**src/rtl/core/bpa_pkg.sv**
```systemverilog
package bpa_pkg;

  localparam int NUM_FRAMES  = 1024;
  localparam int NUM_ORDERS  = 7;
  localparam int FRAME_BYTES = 4096;

  localparam int TOP_ORDER = NUM_ORDERS - 1;
  localparam int MAX_BLOCK = 1 << TOP_ORDER;
  localparam int LAST_TOP  = ((NUM_FRAMES - 1) / MAX_BLOCK) * MAX_BLOCK;

  localparam int AW      = $clog2(NUM_FRAMES);   // ram address
  localparam int LW      = AW + 1;               // link, holds the empty code
  localparam int FI_W    = AW + 2;               // frame index with headroom for sums
  localparam int PAGE_SH = $clog2(FRAME_BYTES);
  localparam int CNT_W   = NUM_ORDERS + 1;       // scan count and fill length
  localparam int MARK_W  = 4;

  localparam int FUNC_W  = 2;
  localparam int ORD_W   = 3;
  localparam int ADDR_W  = 22;
  localparam int BYTES_W = 23;
  localparam int STAT_W  = 2;
  localparam int UNIT_SH = PAGE_SH + NUM_ORDERS;
  localparam int RS_W    = BYTES_W + 2;

  localparam logic [LW-1:0]     NIL       = LW'(NUM_FRAMES);
  localparam logic [MARK_W-1:0] MARK_USED = 4'd14;
  localparam logic [MARK_W-1:0] MARK_BODY = 4'd15;
  localparam logic [CNT_W-1:0]  SCAN_LIM  = CNT_W'((1 << NUM_ORDERS) - 1);

  localparam logic [FUNC_W-1:0] FN_ALLOC   = 2'd0;
  localparam logic [FUNC_W-1:0] FN_FREE    = 2'd1;
  localparam logic [FUNC_W-1:0] FN_RESERVE = 2'd2;

  localparam logic [STAT_W-1:0] ST_DONE      = 2'd0;
  localparam logic [STAT_W-1:0] ST_BAD_ORDER = 2'd1;
  localparam logic [STAT_W-1:0] ST_NO_MEM    = 2'd2;

  typedef struct packed {
    logic [FUNC_W-1:0]  func;
    logic [ORD_W-1:0]   order;
    logic [ADDR_W-1:0]  byte_addr;
    logic [BYTES_W-1:0] reserve_bytes;
  } req_t;

  typedef struct packed {
    logic [STAT_W-1:0] status;
    logic [ADDR_W-1:0] block_addr;
    logic [ORD_W-1:0]  freed_order;
  } resp_t;

  typedef enum logic [29:0] {
    S_INIT     = 30'b1 << 0,
    S_IDLE     = 30'b1 << 1,
    S_FIN      = 30'b1 << 2,
    S_A_CHK    = 30'b1 << 3,
    S_A_SPOP   = 30'b1 << 4,
    S_A_SFILLS = 30'b1 << 5,
    S_A_SPUSH1 = 30'b1 << 6,
    S_A_SPUSH2 = 30'b1 << 7,
    S_A_SNEXT  = 30'b1 << 8,
    S_A_POP    = 30'b1 << 9,
    S_A_UFILL  = 30'b1 << 10,
    S_F_RD     = 30'b1 << 11,
    S_F_CHK    = 30'b1 << 12,
    S_F_SCAN   = 30'b1 << 13,
    S_F_SCHK   = 30'b1 << 14,
    S_F_ORD    = 30'b1 << 15,
    S_F_MRG    = 30'b1 << 16,
    S_F_MCHK   = 30'b1 << 17,
    S_F_MU2    = 30'b1 << 18,
    S_F_MPUSH  = 30'b1 << 19,
    S_F_MFILL  = 30'b1 << 20,
    S_F_MNEXT  = 30'b1 << 21,
    S_R_LOOP   = 30'b1 << 22,
    S_R_NEXT   = 30'b1 << 23,
    S_U_START  = 30'b1 << 24,
    S_U_STEP   = 30'b1 << 25,
    S_U_EVAL   = 30'b1 << 26,
    S_P_A      = 30'b1 << 27,
    S_P_B      = 30'b1 << 28,
    S_FILL     = 30'b1 << 29
  } state_t;

  typedef struct packed {
    state_t st;
    logic   accept;
    logic   load_out;
  } cmd_t;

  typedef struct packed {
    logic init_last;
    logic bad_order;
    logic head_valid;
    logic src_found;
    logic split_more;
    logic free_used;
    logic scan_go;
    logic scan_body;
    logic mrg_go;
    logic bud_match;
    logic r_more;
    logic r_align;
    logic u_stop;
    logic u_hit;
    logic p_bad;
    logic fill_done;
  } stat_t;

  // order of a run: highest set bit, capped at the top order
  function automatic logic [ORD_W-1:0] msb_ord(input logic [CNT_W-1:0] c);
    logic [ORD_W-1:0] o;
    o = '0;
    for (int k = 0; k < CNT_W; k++) begin
      if (c[k]) o = (k > TOP_ORDER) ? ORD_W'(TOP_ORDER) : ORD_W'(k);
    end
    return o;
  endfunction

endpackage

```
**src/rtl/core/bpa_ctrl.sv**
```systemverilog
module bpa_ctrl (
  input  logic                      clk,
  input  logic                      rst_n,
  input  logic                      in_valid,
  input  logic [bpa_pkg::FUNC_W-1:0] in_func,
  input  logic                      out_stall,
  input  bpa_pkg::stat_t            stat,
  output bpa_pkg::cmd_t             cmd,
  output logic                      in_stall,
  output logic                      out_valid
);
  import bpa_pkg::*;

  state_t state_r, state_nxt, ret_r, ret_nxt;
  logic   out_valid_r, out_valid_nxt;
  logic   accept, load_out;

  assign accept   = in_valid && (state_r == S_IDLE);
  assign load_out = (state_r == S_FIN) && (!out_valid_r || !out_stall);

  always_comb begin
    state_nxt = state_r;
    ret_nxt   = ret_r;
    case (state_r)
      S_INIT: if (stat.init_last) state_nxt = S_IDLE;
      S_IDLE: begin
        if (accept) begin
          case (in_func)
            FN_ALLOC:   state_nxt = S_A_CHK;
            FN_FREE:    state_nxt = S_F_RD;
            FN_RESERVE: state_nxt = S_R_LOOP;
            default:    state_nxt = S_FIN;
          endcase
        end
      end
      S_A_CHK: begin
        if (stat.bad_order)       state_nxt = S_FIN;
        else if (stat.head_valid) state_nxt = S_A_POP;
        else if (!stat.src_found) state_nxt = S_FIN;
        else                      state_nxt = S_A_SPOP;
      end
      S_A_SPOP: begin
        state_nxt = S_U_START;
        ret_nxt   = S_A_SFILLS;
      end
      S_A_SFILLS: begin
        state_nxt = S_FILL;
        ret_nxt   = S_A_SPUSH1;
      end
      S_A_SPUSH1: begin
        state_nxt = S_P_A;
        ret_nxt   = S_A_SPUSH2;
      end
      S_A_SPUSH2: begin
        state_nxt = S_P_A;
        ret_nxt   = S_A_SNEXT;
      end
      S_A_SNEXT: state_nxt = stat.split_more ? S_A_SPOP : S_A_POP;
      S_A_POP: begin
        state_nxt = S_U_START;
        ret_nxt   = S_A_UFILL;
      end
      S_A_UFILL: begin
        state_nxt = S_FILL;
        ret_nxt   = S_FIN;
      end
      S_F_RD:   state_nxt = S_F_CHK;
      S_F_CHK:  state_nxt = stat.free_used ? S_F_SCAN : S_FIN;
      S_F_SCAN: state_nxt = stat.scan_go ? S_F_SCHK : S_F_ORD;
      S_F_SCHK: state_nxt = stat.scan_body ? S_F_SCAN : S_F_ORD;
      S_F_ORD: begin
        state_nxt = S_P_A;
        ret_nxt   = S_F_MRG;
      end
      S_F_MRG: state_nxt = stat.mrg_go ? S_F_MCHK : S_FIN;
      S_F_MCHK: begin
        if (stat.bud_match) begin
          state_nxt = S_U_START;
          ret_nxt   = S_F_MU2;
        end else begin
          state_nxt = S_FIN;
        end
      end
      S_F_MU2: begin
        state_nxt = S_U_START;
        ret_nxt   = S_F_MPUSH;
      end
      S_F_MPUSH: begin
        state_nxt = S_P_A;
        ret_nxt   = S_F_MFILL;
      end
      S_F_MFILL: begin
        state_nxt = S_FILL;
        ret_nxt   = S_F_MNEXT;
      end
      S_F_MNEXT: state_nxt = S_F_MRG;
      S_R_LOOP: begin
        if (!stat.r_more) begin
          state_nxt = S_FIN;
        end else if (stat.r_align) begin
          state_nxt = S_U_START;
          ret_nxt   = S_R_NEXT;
        end
      end
      S_R_NEXT:  state_nxt = S_R_LOOP;
      S_U_START: state_nxt = S_U_STEP;
      S_U_STEP:  state_nxt = stat.u_stop ? ret_r : S_U_EVAL;
      S_U_EVAL:  state_nxt = stat.u_hit ? ret_r : S_U_STEP;
      S_P_A:     state_nxt = stat.p_bad ? ret_r : S_P_B;
      S_P_B:     state_nxt = ret_r;
      S_FILL:    if (stat.fill_done) state_nxt = ret_r;
      S_FIN:     if (load_out) state_nxt = S_IDLE;
      default:   state_nxt = S_IDLE;
    endcase
  end

  assign out_valid_nxt = load_out ? 1'b1 : (out_valid_r && out_stall);

  always_ff @(posedge clk) begin
    if (!rst_n) begin
      state_r     <= S_INIT;
      ret_r       <= S_IDLE;
      out_valid_r <= 1'b0;
    end else begin
      state_r     <= state_nxt;
      ret_r       <= ret_nxt;
      out_valid_r <= out_valid_nxt;
    end
  end

  assign cmd.st       = state_r;
  assign cmd.accept   = accept;
  assign cmd.load_out = load_out;
  assign in_stall     = (state_r != S_IDLE);
  assign out_valid    = out_valid_r;

`ifndef SYNTHESIS
  a_accept_then_busy: assert property (@(posedge clk) disable iff (!rst_n)
    in_valid && !in_stall |=> in_stall)
    else $error("second request taken before first finished");

  a_result_from_fin: assert property (@(posedge clk) disable iff (!rst_n)
    $rose(out_valid) |-> $past(state_r == S_FIN))
    else $error("result raised outside finish");

  a_sub_return: assert property (@(posedge clk) disable iff (!rst_n)
    state_r == S_U_STEP |-> ret_r != S_U_START && ret_r != S_FILL && ret_r != S_P_A)
    else $error("list walk has a bad return point");
`endif

endmodule

```
**config.mk**
```make
export PLATFORM = sky130hd
export DESIGN_NAME = bpa_ctrl
export DESIGN_NICKNAME = d
export VERILOG_FILES = /design/src/rtl/core/bpa_pkg.sv /design/src/rtl/core/bpa_ctrl.sv
export SDC_FILE = /design/constraint.sdc
export NUM_CORES = 1
export LEC_CHECK = 0
export BUFFER_PORTS_ARGS = -buffer_cell sky130_fd_sc_hd__buf_2
export CAP_MARGIN = 20
export CORE_MARGIN = 2
export CORE_UTILIZATION = 40
export DETAILED_ROUTE_END_ITERATION = 10
export GPL_TIMING_DRIVEN = 0
export PLACE_DENSITY = 0.64
export SKIP_CTS_REPAIR_TIMING = 1
export SYNTH_ARGS = -nofsm -noshare
export SYNTH_HDL_FRONTEND = slang
export SYNTH_SLANG_ARGS = --single-unit
```
**constraint.sdc**
```tcl
create_clock -name clk -period 6 [get_ports clk]
set_clock_uncertainty 0.2 [all_clocks]
set_input_delay 0.9 -clock clk [delete_from_list [all_inputs] [get_ports clk]]
set_output_delay 0.9 -clock clk [all_outputs]
set_load 0.01 [all_outputs]
```
# [Word-level counts from Yosys, hierarchy flattened]
# Index checks and enable logic that the tools add are counted.
[classes] muxes=25 n_eq_ne=41 reduce_logical=13
[op_table] cell="case mux 30 bit (23 select lines)" n=1
[op_table] cell="two-way mux 30 bit" n=12
[op_table] cell="case mux 30 bit (12 select lines)" n=1
[op_table] cell="case mux 23 bit (3 select lines)" n=1
[op_table] cell="two-way mux 16 bit" n=2
[op_table] cell="== test 30 x 1 -> 1 bit (second input constant)" n=1
[op_table] cell="== test 30 x 10 -> 1 bit (second input constant)" n=1
[op_table] cell="== test 30 x 11 -> 1 bit (second input constant)" n=1
[op_table] cell="== test 30 x 12 -> 1 bit (second input constant)" n=1
[op_table] cell="== test 30 x 13 -> 1 bit (second input constant)" n=1
[op_table] cell="== test 30 x 14 -> 1 bit (second input constant)" n=1
[op_table] cell="== test 30 x 15 -> 1 bit (second input constant)" n=1
[op_table] cell="== test 30 x 16 -> 1 bit (second input constant)" n=1
[op_table] cell="== test 30 x 17 -> 1 bit (second input constant)" n=1
[op_table] cell="== test 30 x 18 -> 1 bit (second input constant)" n=1
[op_table] cell="== test 30 x 19 -> 1 bit (second input constant)" n=1
[op_table] cell="== test 30 x 2 -> 1 bit (second input constant)" n=1
[op_table] cell="== test 30 x 20 -> 1 bit (second input constant)" n=1
[op_table] cell="== test 30 x 21 -> 1 bit (second input constant)" n=1
[op_table] cell="== test 30 x 22 -> 1 bit (second input constant)" n=1
[op_table] cell="== test 30 x 23 -> 1 bit (second input constant)" n=1
[op_table] cell="== test 30 x 24 -> 1 bit (second input constant)" n=1
[op_table] cell="== test 30 x 25 -> 1 bit (second input constant)" n=1
[op_table] cell="== test 30 x 26 -> 1 bit (second input constant)" n=1
[op_table] cell="31 further kinds" n=43
[word_totals] ff_bits=61 word_cells=82 inputBits=22 out_inout_bits=34

# [Longest topological paths before layout]
[depth] ltp_word=5 mapped_depth=10 depth_no_buf=7

# [Worst setup path before layout]
# Ideal clock, no wire load.
[synth_path] path_kind="reg-to-output" from="reg state_r[12]" to="out cmd[0] (netlist bit)" path_buffers=3 stages_incl_launch_ff=8 setup_slack_ps=2896 required_time_ps=4900 arrival_ps=2004 cell_sequence="dfxtp_1 > buf_2 > nor4_2 > nand4_2 > buf_2 > or3_1 > a21oi_1 > buf_4"
[synth_via] elab_chain_cells=2
[synth_lines] element="start: declaration" line="bpa_ctrl.sv:14" source="state_t state_r, state_nxt, ret_r, ret_nxt;"
[synth_lines] element="start signal: assignment" line="bpa_ctrl.sv:125" source="state_r <= state_nxt;"
[synth_lines] element="== test 30 x 3 -> 1 bit" line="bpa_ctrl.sv:19" source="assign load_out = (state_r == S_FIN) && (!out_valid_r || !out_stall);"
[synth_lines] element="logical AND 1 bit" line="bpa_ctrl.sv:19"
[synth_lines] element="end: declaration" line="bpa_ctrl.sv:8" source="output bpa_pkg::cmd_t cmd,"
# No other way between the ends.

# [Final worst setup path]
[layout_path] from="reg state_r[20]" to="out cmd[0] (netlist bit)"
# Same word-level chain as after synthesis.

==> flow_metrics.tcl <==
set metrics [dict create \
    status "complete, no violations" \
    fillers 652 \
    cts_tree "yes" \
    syn_area_um2 2625 \
    synth_edf_count 0 \
    coreArea_um2 6350 \
    die-area_um2 7227 \
    drtIter0Drc 258 \
    fmax_ghz 0.2427 \
    critPathArrivalTime_ns 3.02 \
    synth-warning-count 0 \
    grt_pass1_wl_mm 12.82 \
    path_max_fanout 10 \
    ys_ff_latch 44 \
    synthTopCellsByArea "dfxtp_1, nor2_1, nor4_1, nand2_1, nor4_4" \
    synth_area_per_cell_um2 7.813 \
    grt_remaining_overflow 0 \
    syn_to_final_growth_pct 18.78 \
    finalCritPeriodShare 0.6868 \
    tightest_slew_ns 0.9850 \
    start_util 0.4134 \
    synth.largest_area_cell "dfxtp_1" \
    grt.total_usage 0.2223 \
    fin_nets 419 \
    clock_sinks 44 \
    drive_above_1_share 0.2236 \
    layout_commonest_cell "buf_2" \
    hp-class "reg2reg" \
    drt-pass1-iter-count 4 \
    place.gp.congestion 0.9300 \
    cts_made_buffers 5 \
    period_minus_slack_ns 4.121 \
    cap_violations 0 \
    worstSetupEndpointType "output port" \
    clock_latency_ns 0.31 \
    grt_max_degree 14 \
    ys_types 54 \
    num_io_pins 56 \
    drc_errors 0 \
    drt_wl_total_mm 8.017 \
    synth_top_area_frac 0.3356 \
    ys.flop_type "dfxtp_1" \
    p_per_area_nw_per_um2 193.5 \
    placementRows 29 \
    dieWidth_um 85.01 \
    synthArstFlopShare 0 \
    finalMaxSlewViolations 0 \
    path_clk_slew_ns 0.08 \
    mostFrequentLayoutCells "buf_2, nor2_1, dfxtp_1" \
    power_leakage_uw 0.001249 \
    clk_path_buf_depth 2 \
    critPathKind "reg2out" \
    finalSetupTns_ns 0 \
    setup_viol_count_final 0 \
    clock-root-buffer "clkbuf_8" \
    ant_nets 0 \
    syn-instance-count 336 \
    vias 2774 \
    io_buffers 54 \
    antennaDiodeCount 0 \
    via_per_inst 5.840 \
    hpwl_mm 6.247 \
    hold_violations 0 \
    grt_pass1_vias 2464 \
    rsz0062_at_grt "no" \
    synth_seq_area_share 0.3356 \
    crit_required_ns 4.90 \
    fp.dieH_um 85.01 \
    syn_nets 358 \
    crit_path_start_kind "register" \
    hold_ws_ns 0.2302 \
    h-tree-depth 2 \
    slew_headroom 0.3373 \
    antenna_found_initial 0 \
    irDropWorstVdd_mv 0.1024 \
    post_drt_wl_per_cell_um 16.88 \
]
-- layer usage --
layer	up-vias	global-route usage	wire length, µm
met5	-	0	0
met2	81	0.3580	3746
met4	0	0.08658	252
met1	1295	0.3004	3675
met3	16	0.03210	343
li1	1382	-	-
-- synth_stat cells, drive strengths merged, types with 5 or more instances --
library cell and count:
dfxtp 44, nor2 44, nand2 41, nor4 33, o21ai 17, nor3 16, clkbuf 13, inv 9
nand3 9, nand3b 9, or4 9, buf 8, nand4 8, a21oi 6, nand4b 6, nor4b 6
or3 6, or4b 5
-- through the flow --
step	cell area (µm²)	setup WS, ns	std cells	utilization	total power (µW)
6_report	3118	1.879	475	0.4910	603.4
5_1_grt	3118	1.730	475	0.4910	621.9
4_1_cts	3118	1.915	475	0.4910	605.0
3_5_place_dp	2992	2.262	467	0.4711	354.7
3_3_place_gp	2992	2.270	467	0.4711	354.3
2_1_floorplan	2625	2.896	336	-	333.1
-- worst paths after layout --
| path | cells after the start | to | slack (ns) | from |
|---|---|---|---|---|
| setup / recovery | 7 | cmd[0] | 1.88 | state_r[20] |
| hold / removal | 2 | state_r[5] | 0.23 | ret_r[5] |
| setup reg to reg | 9 | state_r[10] | 2.57 | state_r[20] |
| hold reg to reg | 2 | state_r[5] | 0.23 | ret_r[5] |
-- cell families (layout without fill, tap and decap cells) --
| logic type | Yosys count | in the layout | synth area share |
|---|---|---|---|
| buffers and inverters | 31 | 93 | 0.05338 |
| xor gates and xnor gates | 5 | 5 | 0.01669 |
| muxes | 2 | 2 | 0.007627 |
| and+or+nand+nor | 202 | 202 | 0.4543 |
| DFF | 44 | 44 | 0.3356 |
| AOI/OAI and AO/OA | 52 | 52 | 0.1325 |
-- report_power, final --
group | internal, µW | total (µW) | switching, µW
Combinational | 19.3 | 54.0 | 34.7
Sequential | 293 | 295 | 1.41
Clock | 147 | 255 | 108
Total | 460 | 603 | 144
-- layout make-up --
type,count,area (µm²),area share
Tap cell,77,96.34,0.03090
Clock inverter,1,30.03,0.009631
Clock buffer,7,96.34,0.03090
Buffer,21,102.6,0.03291
Inverter,10,37.54,0.01204
Sequential cell,44,880.8,0.2825
Multi-Input combinational cell,261,1604,0.5144
Timing Repair Buffer,54,270.3,0.08668
-- worst max-delay path, stage by stage, from the launching register on --
cell and delay [ns]:
dfxtp_1 0.37, nor4_1 0.87, nand4_2 0.40, buf_2 0.31, or3_1 0.41, a21oi_1 0.13
buf_4 0.12, buf_2 0.11
-- flip-flops by register name, summed over array words and instances (netlist names) --
name and flops:
out_valid 1, ret_r 13, state_r 30
No activity file was read; power rests on OpenSTA's default activity.
